## config.mk

```make
export PLATFORM = sky130hd
export DESIGN_NAME = vector_distance_unit
export DESIGN_NICKNAME = d
export VERILOG_FILES = /design/src/hw/rtl/vdu_pkg.sv /design/src/hw/rtl/vdu_mul.sv /design/src/hw/rtl/vdu_sqrt.sv /design/src/hw/rtl/vdu_div.sv /design/src/hw/rtl/vector_distance_unit.sv
export SDC_FILE = /design/constraint.sdc
export NUM_CORES = 2
export LEC_CHECK = 0
export BUFFER_PORTS_ARGS = -buffer_cell sky130_fd_sc_hd__buf_2
export CORE_AREA = 5 5 478 432
export CTS_CLUSTER_DIAMETER = 80
export DETAILED_ROUTE_END_ITERATION = 10
export DIE_AREA = 0 0 483 437
export PLACE_DENSITY = 0.5
export SLEW_MARGIN = 10
export SYNTH_ARGS = -nofsm -noshare
export SYNTH_HDL_FRONTEND = slang
export SYNTH_SLANG_ARGS = --single-unit
```

## constraint.sdc

```tcl
create_clock -name i_clk -period 9.46 [get_ports i_clk]
set_input_delay 0.473 -clock i_clk [delete_from_list [all_inputs] [get_ports i_clk]]
set_output_delay 0.473 -clock i_clk [all_outputs]
set_load 0.05 [all_outputs]
```

## src/hw/rtl/vdu_pkg.sv

```systemverilog
`default_nettype none
package vdu_pkg;

    // Element and accumulator formats
    localparam int ELEMENT_BITS  = 16;
    localparam int FRACTION_BITS = 12;
    localparam int ACC_W         = 40;
    localparam int OUT_W         = 41;
    localparam int PROD_W        = 2 * (ELEMENT_BITS + 1);
    localparam int RAD_W         = 2 * ACC_W;
    localparam int ROOT_W        = ACC_W;
    localparam int NUM_W         = 64;
    localparam int L2_SHIFT      = 48 - 2 * FRACTION_BITS;
    localparam int ONE_SHIFT     = 24;

    typedef logic [1:0] t_mode;
    typedef logic [1:0] t_err;

    // Operation codes
    localparam t_mode MODE_DIM = 2'd0;
    localparam t_mode MODE_DOT = 2'd1;
    localparam t_mode MODE_L2  = 2'd2;
    localparam t_mode MODE_COS = 2'd3;

    // Error codes
    localparam t_err ERR_OK   = 2'd0;
    localparam t_err ERR_DIM  = 2'd1;
    localparam t_err ERR_ZERO = 2'd2;
    localparam t_err ERR_RSVD = 2'd3;

    // Element product steps
    localparam logic [1:0] OP_AA = 2'd0;
    localparam logic [1:0] OP_BB = 2'd1;
    localparam logic [1:0] OP_AB = 2'd2;
    localparam logic [1:0] OP_DD = 2'd3;

endpackage
`default_nettype wire

```

## src/hw/rtl/vdu_mul.sv

```systemverilog
`default_nettype none
module vdu_mul
    import vdu_pkg::*;
(
    input  wire logic              i_clk,
    input  wire logic              i_rst_n,
    input  wire logic              i_start,
    input  wire logic [ACC_W-1:0]  i_x,
    input  wire logic [ACC_W-1:0]  i_y,
    output logic                   o_done,
    output logic [RAD_W-1:0]       o_prod
);

    localparam int CNT_W = $clog2(ACC_W);

    logic [RAD_W-1:0] r_x;
    logic [ACC_W-1:0] r_y;
    logic [RAD_W-1:0] r_acc;
    logic [CNT_W-1:0] r_cnt;
    logic             r_busy;
    logic             r_done;

    // Add one shifted partial product per cycle
    always_ff @(posedge i_clk) begin
        if (!i_rst_n) begin
            r_busy <= 1'b0;
            r_done <= 1'b0;
            r_cnt  <= '0;
        end else begin
            r_done <= 1'b0;
            if (i_start) begin
                r_busy <= 1'b1;
                r_cnt  <= '0;
            end else if (r_busy) begin
                r_cnt <= r_cnt + 1'b1;
                if (r_cnt == CNT_W'(ACC_W - 1)) begin
                    r_busy <= 1'b0;
                    r_done <= 1'b1;
                end
            end
        end
    end

    always_ff @(posedge i_clk) begin
        if (i_start) begin
            r_x   <= RAD_W'(i_x);
            r_y   <= i_y;
            r_acc <= '0;
        end else if (r_busy) begin
            if (r_y[0]) r_acc <= r_acc + r_x;
            r_x <= r_x << 1;
            r_y <= r_y >> 1;
        end
    end

    assign o_done = r_done;
    assign o_prod = r_acc;

endmodule
`default_nettype wire

```

## src/hw/rtl/vdu_sqrt.sv

```systemverilog
`default_nettype none
module vdu_sqrt
    import vdu_pkg::*;
(
    input  wire logic              i_clk,
    input  wire logic              i_rst_n,
    input  wire logic              i_start,
    input  wire logic [RAD_W-1:0]  i_rad,
    output logic                   o_done,
    output logic [ROOT_W-1:0]      o_root
);

    localparam int CNT_W = $clog2(ROOT_W);

    logic [RAD_W-1:0]  r_rad;
    logic [ROOT_W+1:0] r_rem;
    logic [ROOT_W-1:0] r_root;
    logic [CNT_W-1:0]  r_cnt;
    logic              r_busy;
    logic              r_done;
    logic [ROOT_W+2:0] rem_sh;
    logic [ROOT_W+2:0] trial;
    logic              take;

    // One root bit per cycle, digit pair from the top of the radicand
    assign rem_sh = {r_rem[ROOT_W:0], r_rad[RAD_W-1 -: 2]};
    assign trial  = {1'b0, r_root, 2'b01};
    assign take   = (rem_sh >= trial);

    always_ff @(posedge i_clk) begin
        if (!i_rst_n) begin
            r_busy <= 1'b0;
            r_done <= 1'b0;
            r_cnt  <= '0;
        end else begin
            r_done <= 1'b0;
            if (i_start) begin
                r_busy <= 1'b1;
                r_cnt  <= '0;
            end else if (r_busy) begin
                r_cnt <= r_cnt + 1'b1;
                if (r_cnt == CNT_W'(ROOT_W - 1)) begin
                    r_busy <= 1'b0;
                    r_done <= 1'b1;
                end
            end
        end
    end

    always_ff @(posedge i_clk) begin
        if (i_start) begin
            r_rad  <= i_rad;
            r_rem  <= '0;
            r_root <= '0;
        end else if (r_busy) begin
            r_rad  <= r_rad << 2;
            r_rem  <= take ? (ROOT_W + 2)'(rem_sh - trial) : (ROOT_W + 2)'(rem_sh);
            r_root <= {r_root[ROOT_W-2:0], take};
        end
    end

    assign o_done = r_done;
    assign o_root = r_root;

endmodule
`default_nettype wire

```

## src/hw/rtl/vdu_div.sv

```systemverilog
`default_nettype none
module vdu_div
    import vdu_pkg::*;
(
    input  wire logic              i_clk,
    input  wire logic              i_rst_n,
    input  wire logic              i_start,
    input  wire logic [NUM_W-1:0]  i_num,
    input  wire logic [ROOT_W-1:0] i_den,
    output logic                   o_done,
    output logic [NUM_W-1:0]       o_quot
);

    localparam int CNT_W = $clog2(NUM_W);

    logic [NUM_W-1:0]  r_num;
    logic [ROOT_W-1:0] r_den;
    logic [ROOT_W-1:0] r_rem;
    logic [NUM_W-1:0]  r_quot;
    logic [CNT_W-1:0]  r_cnt;
    logic              r_busy;
    logic              r_done;
    logic [ROOT_W:0]   rem_sh;
    logic              take;

    // Restoring division, one quotient bit per cycle
    assign rem_sh = {r_rem, r_num[NUM_W-1]};
    assign take   = (rem_sh >= {1'b0, r_den});

    always_ff @(posedge i_clk) begin
        if (!i_rst_n) begin
            r_busy <= 1'b0;
            r_done <= 1'b0;
            r_cnt  <= '0;
        end else begin
            r_done <= 1'b0;
            if (i_start) begin
                r_busy <= 1'b1;
                r_cnt  <= '0;
            end else if (r_busy) begin
                r_cnt <= r_cnt + 1'b1;
                if (r_cnt == CNT_W'(NUM_W - 1)) begin
                    r_busy <= 1'b0;
                    r_done <= 1'b1;
                end
            end
        end
    end

    always_ff @(posedge i_clk) begin
        if (i_start) begin
            r_num  <= i_num;
            r_den  <= i_den;
            r_rem  <= '0;
            r_quot <= '0;
        end else if (r_busy) begin
            r_num  <= r_num << 1;
            r_rem  <= take ? ROOT_W'(rem_sh - {1'b0, r_den}) : ROOT_W'(rem_sh);
            r_quot <= {r_quot[NUM_W-2:0], take};
        end
    end

    assign o_done = r_done;
    assign o_quot = r_quot;

endmodule
`default_nettype wire

```

## src/hw/rtl/vector_distance_unit.sv

```systemverilog
`default_nettype none
// Channel   Dir  Payload
// s_axis    in   tdata {b_elem, a_elem}, tuser {b_present, a_present, mode}, tlast last
// m_axis    out  tdata {zero pad, value}, tuser error_code
//
// Each element pair runs four products through one shared
// 17x17 multiplier, then one accumulate and one return to idle.
// A closing pair adds a square root for euclidean mode and a multiply,
// a square root and a divide for cosine mode.
// Reset is synchronous, active low, and clears all sums and counts.
// Input stalls while an item is in work or a result waits for the output register.
module vector_distance_unit
    import vdu_pkg::*;
#(
    parameter int MAX_ELEMENTS = 64
) (
    input  wire logic        i_clk,
    input  wire logic        i_rst_n,
    input  wire logic        s_axis_tvalid,
    output logic             s_axis_tready,
    input  wire logic [31:0] s_axis_tdata,  // a_elem[15:0], b_elem[31:16]
    input  wire logic [3:0]  s_axis_tuser,  // mode[1:0], a_present[2], b_present[3]
    input  wire logic        s_axis_tlast,
    output logic             m_axis_tvalid,
    input  wire logic        m_axis_tready,
    output logic [47:0]      m_axis_tdata,  // value[40:0], zero[47:41]
    output logic [1:0]       m_axis_tuser   // error_code[1:0]
);

    localparam int CW = $clog2(MAX_ELEMENTS + 1);

    localparam logic [2:0] S_IDLE  = 3'd0;
    localparam logic [2:0] S_MUL   = 3'd1;
    localparam logic [2:0] S_DRAIN = 3'd2;
    localparam logic [2:0] S_FIN   = 3'd3;
    localparam logic [2:0] S_WMUL  = 3'd4;
    localparam logic [2:0] S_WSQ   = 3'd5;
    localparam logic [2:0] S_WDIV  = 3'd6;
    localparam logic [2:0] S_EMIT  = 3'd7;

    logic [2:0]                    r_state;
    logic [1:0]                    r_step;
    logic signed [ELEMENT_BITS-1:0] r_a;
    logic signed [ELEMENT_BITS-1:0] r_b;
    t_mode                         r_mode;
    logic                          r_last;
    logic                          r_ta;
    logic                          r_tb;
    logic [CW-1:0]                 r_cnt_a;
    logic [CW-1:0]                 r_cnt_b;
    logic signed [ACC_W-1:0]       r_dot;
    logic [ACC_W-1:0]              r_na;
    logic [ACC_W-1:0]              r_nb;
    logic [ACC_W-1:0]              r_diff;
    logic signed [PROD_W-1:0]      r_prod;
    logic [1:0]                    r_psel;
    logic                          r_pvld;
    logic [OUT_W-1:0]              r_val;
    t_err                          r_err;
    logic                          r_out_valid;
    logic [OUT_W-1:0]              r_out_val;
    t_err                          r_out_err;

    logic                          accept;
    logic                          in_ta;
    logic                          in_tb;
    logic signed [ELEMENT_BITS:0]  mul_x;
    logic signed [ELEMENT_BITS:0]  mul_y;
    logic signed [ELEMENT_BITS:0]  d_elem;
    logic [OUT_W-1:0]              p_ext;
    logic [OUT_W-1:0]              add_na;
    logic [OUT_W-1:0]              add_nb;
    logic [OUT_W-1:0]              add_diff;
    logic [OUT_W-1:0]              add_dot;
    logic                          dims_ok;
    logic                          mul_start;
    logic                          mul_done;
    logic [RAD_W-1:0]              mul_prod;
    logic                          sq_start;
    logic                          sq_done;
    logic [RAD_W-1:0]              sq_rad;
    logic [ROOT_W-1:0]             sq_root;
    logic                          div_start;
    logic                          div_done;
    logic [NUM_W-1:0]              div_num;
    logic [NUM_W-1:0]              div_quot;
    logic [ACC_W-1:0]              dot_mag;
    logic [42:0]                   cos_q;
    logic signed [44:0]            cos_v;
    logic [OUT_W-1:0]              cos_out;
    logic                          out_free;

    assign accept        = s_axis_tvalid && s_axis_tready;
    assign s_axis_tready = (r_state == S_IDLE);
    assign in_ta = s_axis_tuser[2] && (r_cnt_a < CW'(MAX_ELEMENTS));
    assign in_tb = s_axis_tuser[3] && (r_cnt_b < CW'(MAX_ELEMENTS));
    assign dims_ok = (r_cnt_a != '0) && (r_cnt_a == r_cnt_b);
    assign out_free = !r_out_valid || m_axis_tready;

    // Select operands of the shared element multiplier
    assign d_elem = (ELEMENT_BITS + 1)'(r_a) - (ELEMENT_BITS + 1)'(r_b);
    always_comb begin
        case (r_step)
            OP_AA: begin mul_x = (ELEMENT_BITS + 1)'(r_a); mul_y = (ELEMENT_BITS + 1)'(r_a); end
            OP_BB: begin mul_x = (ELEMENT_BITS + 1)'(r_b); mul_y = (ELEMENT_BITS + 1)'(r_b); end
            OP_AB: begin mul_x = (ELEMENT_BITS + 1)'(r_a); mul_y = (ELEMENT_BITS + 1)'(r_b); end
            default: begin mul_x = d_elem; mul_y = d_elem; end
        endcase
    end

    // Saturating adds of the registered product
    assign p_ext    = OUT_W'(r_prod);
    assign add_na   = {1'b0, r_na} + p_ext;
    assign add_nb   = {1'b0, r_nb} + p_ext;
    assign add_diff = {1'b0, r_diff} + p_ext;
    assign add_dot  = {r_dot[ACC_W-1], r_dot} + p_ext;

    // Closing arithmetic operands
    assign dot_mag   = r_dot[ACC_W-1] ? ACC_W'(-r_dot) : ACC_W'(r_dot);
    assign mul_start = (r_state == S_FIN) && (r_mode == MODE_COS) && dims_ok
                       && (r_na != '0) && (r_nb != '0);
    assign sq_start  = ((r_state == S_FIN) && (r_mode == MODE_L2) && dims_ok)
                       || ((r_state == S_WMUL) && mul_done);
    assign sq_rad    = (r_state == S_FIN) ? (RAD_W'(r_diff) << L2_SHIFT) : mul_prod;
    assign div_start = (r_state == S_WSQ) && sq_done && (r_mode == MODE_COS);
    assign div_num   = {dot_mag, 24'b0} + NUM_W'(sq_root >> 1);

    // Clamp quotient, then form one minus or one plus it and saturate
    assign cos_q   = (div_quot > (NUM_W'(1) << 42)) ? (43'd1 << 42) : div_quot[42:0];
    assign cos_v   = r_dot[ACC_W-1] ? (45'sd1 <<< ONE_SHIFT) + $signed({2'b0, cos_q})
                                    : (45'sd1 <<< ONE_SHIFT) - $signed({2'b0, cos_q});
    assign cos_out = (cos_v > 45'sd1099511627775) ? {1'b0, {(OUT_W - 1){1'b1}}} :
                     (cos_v < -45'sd1099511627776) ? {1'b1, {(OUT_W - 1){1'b0}}} :
                     cos_v[OUT_W-1:0];

    vdu_mul u_mul (
        .i_clk   (i_clk),
        .i_rst_n (i_rst_n),
        .i_start (mul_start),
        .i_x     (r_na),
        .i_y     (r_nb),
        .o_done  (mul_done),
        .o_prod  (mul_prod)
    );

    vdu_sqrt u_sqrt (
        .i_clk   (i_clk),
        .i_rst_n (i_rst_n),
        .i_start (sq_start),
        .i_rad   (sq_rad),
        .o_done  (sq_done),
        .o_root  (sq_root)
    );

    vdu_div u_div (
        .i_clk   (i_clk),
        .i_rst_n (i_rst_n),
        .i_start (div_start),
        .i_num   (div_num),
        .i_den   (sq_root),
        .o_done  (div_done),
        .o_quot  (div_quot)
    );

    // Hold the element pair of the current request; register each product and its step
    always_ff @(posedge i_clk) begin
        if (accept) begin
            r_a    <= s_axis_tdata[15:0];
            r_b    <= s_axis_tdata[31:16];
            r_mode <= s_axis_tuser[1:0];
            r_last <= s_axis_tlast;
            r_ta   <= in_ta;
            r_tb   <= in_tb;
        end
        r_prod <= PROD_W'(mul_x * mul_y);
        r_psel <= r_step;
    end

    // Sequencer, sums and counts
    always_ff @(posedge i_clk) begin
        if (!i_rst_n) begin
            r_state <= S_IDLE;
            r_step  <= '0;
            r_pvld  <= 1'b0;
            r_cnt_a <= '0;
            r_cnt_b <= '0;
            r_dot   <= '0;
            r_na    <= '0;
            r_nb    <= '0;
            r_diff  <= '0;
            r_val   <= '0;
            r_err   <= ERR_OK;
        end else begin
            r_pvld <= (r_state == S_MUL);

            // Fold the previous product into its sum
            if (r_pvld) begin
                case (r_psel)
                    OP_AA: if (r_ta) r_na <= add_na[ACC_W] ? '1 : add_na[ACC_W-1:0];
                    OP_BB: if (r_tb) r_nb <= add_nb[ACC_W] ? '1 : add_nb[ACC_W-1:0];
                    OP_AB: if (r_ta && r_tb) begin
                        if (add_dot[ACC_W] != add_dot[ACC_W-1])
                            r_dot <= add_dot[ACC_W] ? {1'b1, {(ACC_W - 1){1'b0}}}
                                                    : {1'b0, {(ACC_W - 1){1'b1}}};
                        else
                            r_dot <= add_dot[ACC_W-1:0];
                    end
                    default: if (r_ta && r_tb)
                        r_diff <= add_diff[ACC_W] ? '1 : add_diff[ACC_W-1:0];
                endcase
            end

            case (r_state)
                S_IDLE: begin
                    if (accept) begin
                        if (in_ta) r_cnt_a <= r_cnt_a + 1'b1;
                        if (in_tb) r_cnt_b <= r_cnt_b + 1'b1;
                        r_step  <= OP_AA;
                        r_state <= S_MUL;
                    end
                end
                S_MUL: begin
                    r_step <= r_step + 1'b1;
                    if (r_step == OP_DD) r_state <= S_DRAIN;
                end
                S_DRAIN: begin
                    r_state <= r_last ? S_FIN : S_IDLE;
                end
                S_FIN: begin
                    r_val <= '0;
                    r_err <= ERR_OK;
                    if (r_mode == MODE_DIM) begin
                        r_val   <= OUT_W'(r_cnt_a);
                        r_state <= S_EMIT;
                    end else if (!dims_ok) begin
                        r_err   <= ERR_DIM;
                        r_state <= S_EMIT;
                    end else if (r_mode == MODE_DOT) begin
                        r_val   <= {r_dot[ACC_W-1], r_dot};
                        r_state <= S_EMIT;
                    end else if (r_mode == MODE_L2) begin
                        r_state <= S_WSQ;
                    end else if ((r_na == '0) || (r_nb == '0)) begin
                        r_err   <= ERR_ZERO;
                        r_state <= S_EMIT;
                    end else begin
                        r_state <= S_WMUL;
                    end
                end
                S_WMUL: begin
                    if (mul_done) r_state <= S_WSQ;
                end
                S_WSQ: begin
                    if (sq_done) begin
                        if (r_mode == MODE_L2) begin
                            r_val   <= OUT_W'(sq_root);
                            r_state <= S_EMIT;
                        end else begin
                            r_state <= S_WDIV;
                        end
                    end
                end
                S_WDIV: begin
                    if (div_done) begin
                        r_val   <= cos_out;
                        r_state <= S_EMIT;
                    end
                end
                default: begin
                    // Hand the result over and clear all sums
                    if (out_free) begin
                        r_cnt_a <= '0;
                        r_cnt_b <= '0;
                        r_dot   <= '0;
                        r_na    <= '0;
                        r_nb    <= '0;
                        r_diff  <= '0;
                        r_state <= S_IDLE;
                    end
                end
            endcase
        end
    end

    // Output register
    always_ff @(posedge i_clk) begin
        if (!i_rst_n) begin
            r_out_valid <= 1'b0;
        end else if ((r_state == S_EMIT) && out_free) begin
            r_out_valid <= 1'b1;
        end else if (m_axis_tready) begin
            r_out_valid <= 1'b0;
        end
    end

    always_ff @(posedge i_clk) begin
        if ((r_state == S_EMIT) && out_free) begin
            r_out_val <= r_val;
            r_out_err <= r_err;
        end
    end

    assign m_axis_tvalid = r_out_valid;
    assign m_axis_tdata  = {{(48 - OUT_W){1'b0}}, r_out_val};
    assign m_axis_tuser  = r_out_err;

`ifndef ASSERT_OFF
    a_cnt_bound: assert property (@(posedge i_clk) disable iff (!i_rst_n)
        (r_cnt_a <= CW'(MAX_ELEMENTS)) && (r_cnt_b <= CW'(MAX_ELEMENTS)))
        else $error("element count beyond limit");

    a_accept_mul: assert property (@(posedge i_clk) disable iff (!i_rst_n)
        accept |=> (r_state == S_MUL) && (r_step == OP_AA))
        else $error("accepted request did not start products");

    a_sqrt_done: assert property (@(posedge i_clk) disable iff (!i_rst_n)
        sq_done |-> (r_state == S_WSQ))
        else $error("square root finished outside its wait");

    a_err_code: assert property (@(posedge i_clk) disable iff (!i_rst_n)
        r_out_valid |-> (r_out_err != ERR_RSVD))
        else $error("reserved error code on output");
`endif

endmodule
`default_nettype wire
```

==> metrics <==
final instance area=~75000 sq um; initial antenna violation count=9; port bufs=85; Unique masters post-synth=~90; CP endpoint kind=register; Synth area leader=dfxtp_1; CP max stage cell=fa_1; # IOs=93; most frequent CP cell=fa_1; die footprint=211000 sq um; CP delay by family, top=adder cells; drt wl/cell=20.1 um; post-synthesis average cell area=8.64 sq um; Clock Tree Root=clkbuf_16; register bit total from synthesis=between 900 and 1000; DR vias/cell=between 5 and 6; number of global-route vias before repair=55700; Buf/Inv on CP=5; Worst-path clk slew=60 ps; num rows=156; Slew @ Worst Pin=~1200 ps; DRT Pass-1 Iters=5; chip height=around 440 um; total core area=between 200000 and 250000 sq um; kind of start point of the critical path=register; Final ANT Viol Nets=0; worst reg2reg path endpoint=r_prod[33]$_DFF_P_; crit path kind=register to register; Slew HR=a little over a fifth; Seq/Total Area, Yosys=between 30% and 40%; final WL=~210 mm; ys flop type=dfxtp_1; vias post-DR=57400; synth top area cells=dfxtp_1 (17%), edfxtp_1 (15%), fa_1 (9.0%); hold crit path type=primary input to register; Final Hold Violating Endpoints=0; DRC Markers=0; Setup WS pre-CTS=129 ps; GRT Resource Usage Total=19.6%; final setup margin=543 ps; starting density of the core=33.8%; Worst Path Max Fanout=9; area grow syn2layout=11.0%; Post-Syn Area=a little under 70000 sq um; Post-synth EDFFs=344; Max clock buf depth=3; DP Area=71100 sq um; Max-Cap Viols=0; most frequent cells in the layout=nand2_1 (985), nor2_1 (630), a21oi_1 (591); slowest stage delay, CP=550 ps; fill count=around 20000; largest net degree at the start of global routing=190; RePlAce Congestion=0.880; Worst-Skew Late Latency=approximately 800 ps; first-pass GRT wire length=between 300 and 400 mm; status=finished clean; hold depth=4; setup slack, reg-to-reg=540 ps; Yosys top cell area share=between 10% and 20%; async set or reset register ratio after synthesis=0%; f_max=112 MHz; CP Capture Point=r_prod[33]$_DFF_P_; final worst path period need=between 8000 and 9000 ps; dpl hpwl=~160 mm; Die Width=483 um; Min Hold Slack=~160 ps; R2R cell count=36; drt initial violations=4402; CTS tree=built; Crit. path cell count=36; Final period util=94.3%; setup violators final=0; Cells after Synth=roughly 7900; H-tree levels=3; Critical R2R Launch=r_b[0]$_DFFE_PP_; GR Overflow Total=0; commonest non-fill, non-tap cell in the layout=nand2_1; CTS buffer count=112; worst path arrival time=9580 ps; Worst EP required=10130 ps; Max Slew Vio Count=0; Yosys warning count=0; final net count=approximately 8600; CTS sink cnt=933; clock skew=70.7 ps; worst setup path startpoint=r_b[0]$_DFFE_PP_; layout cells sized above 1=5.98%
## worst register-to-register path, delay by kind of cell, from the launching register on
| family | cells | cell delay (ps) |
|---|---|---|
| adders and majority gates | 9 | 4160 |
| buffers and inverters | 5 | 530 |
| AOI/OAI and AO/OA | 16 | 3080 |
| xor gates and xnor gates | 1 | 130 |
| and+or+nand+nor | 5 | 480 |
| DFF | 1 | 410 |
## state kept, by name (all words and copies together), names as in the netlist, 41 cells and up
name / flops
r_val: 41
u_div.r_num: 64
u_div.o_quot: 64
u_mul.r_x: 80
r_out_val: 41
u_sqrt.r_rad: 80
u_sqrt.r_rem: 41
u_mul.o_prod: 80
## cells by family (layout without fill, tap and decap cells)
logic type               after synthesis  after routing  synth area share [%]
AO/OA/AOI/OAI                       2168           2168                  20.1
buffers and inverters                964            994                  5.40
adder cells (fa/ha/maj)              776            776                  17.6
AND/OR/NAND/NOR                     2390           2390                  15.9
other                                  1             13               0.00552
XOR/XNOR                             436            436                  5.62
multiplexers                         195            195                  2.88
flip-flops                           933            933                  32.6
## stage by stage
step           setup TNS (ps)  utilization (%)  cells
6_report                    0             37.6  10600
4_1_cts                     0             37.5  10600
2_1_floorplan               0                -   7869
3_3_place_gp                0             35.4  10300
5_1_grt                 -37.4             37.6  10600
3_5_place_dp                0             35.4  10300
## cell usage after synthesis, types with 50 or more instances
cell type,number
a211oi_1,65
a21oi_1,593
nand2b_1,58
a22o_1,58
a21o_1,209
dfxtp_1,589
or3_1,50
nand4_1,88
inv_1,558
xor2_1,196
nand3_1,120
o21a_1,56
xnor2_1,240
edfxtp_1,344
o21ai_0,566
ha_1,452
mux2i_1,191
a31oi_1,168
o21bai_1,54
nor2_1,637
nand2_1,987
nor2b_1,58
and3_1,50
fa_1,304
nor3_1,116
clkbuf_1,366
## area by class of cell
cell class	count	area [sq um]	share of cell area (%)
diodes	6	15.0	0.0199
clock buffers	167	3280	4.35
clock inverters	47	582	0.772
inverters	562	2110	2.80
multi-input cells	5972	42400	56.2
flip-flops and latches	933	22100	29.4
well taps	2686	3360	4.46
repair buffers	218	1520	2.02
## routing by layer
| layer | vias up | global-route usage [%] | share of wire (%) |
|---|---|---|---|
| met3 | 267 | 2.88 | 5.2 |
| met4 | 2 | 5.33 | 2.8 |
| met1 | 28100 | 27.7 | 47 |
| met5 | - | 0 | 0.0061 |
| met2 | 1292 | 31.3 | 45 |
| li1 | 27700 | - | - |
## repair_timing
action | CTS | global route
endpoints found under the setup margin | 0 | 9
setup buffers | 0 | 0
hold buffers | 35 | 0
resized for setup | 0 | 14
hold endpoints to repair | 35 | 0
## worst min path at each step
stage	startpoint	to	slack, ps
6_report	s_axis_tvalid	r_step[1]$_SDFFE_PN0P_	160
5_1_grt	s_axis_tuser[3]	r_tb$_DFFE_PP_	120
4_1_cts	s_axis_tvalid	r_step[1]$_SDFFE_PN0P_	90
3_5_place_dp	r_val[21]$_SDFFE_PN0P_	r_out_val[21]$_DFFE_PP_	410
3_3_place_gp	r_val[8]$_SDFFE_PN0P_	r_out_val[8]$_DFFE_PP_	410
2_1_floorplan	r_step[1]$_SDFFE_PN0P_	r_psel[1]$_DFF_P_	380
Power is left out: the tool's default activity adds up to more than one toggle a clock period on the data nets, which glitch-free logic cannot reach.
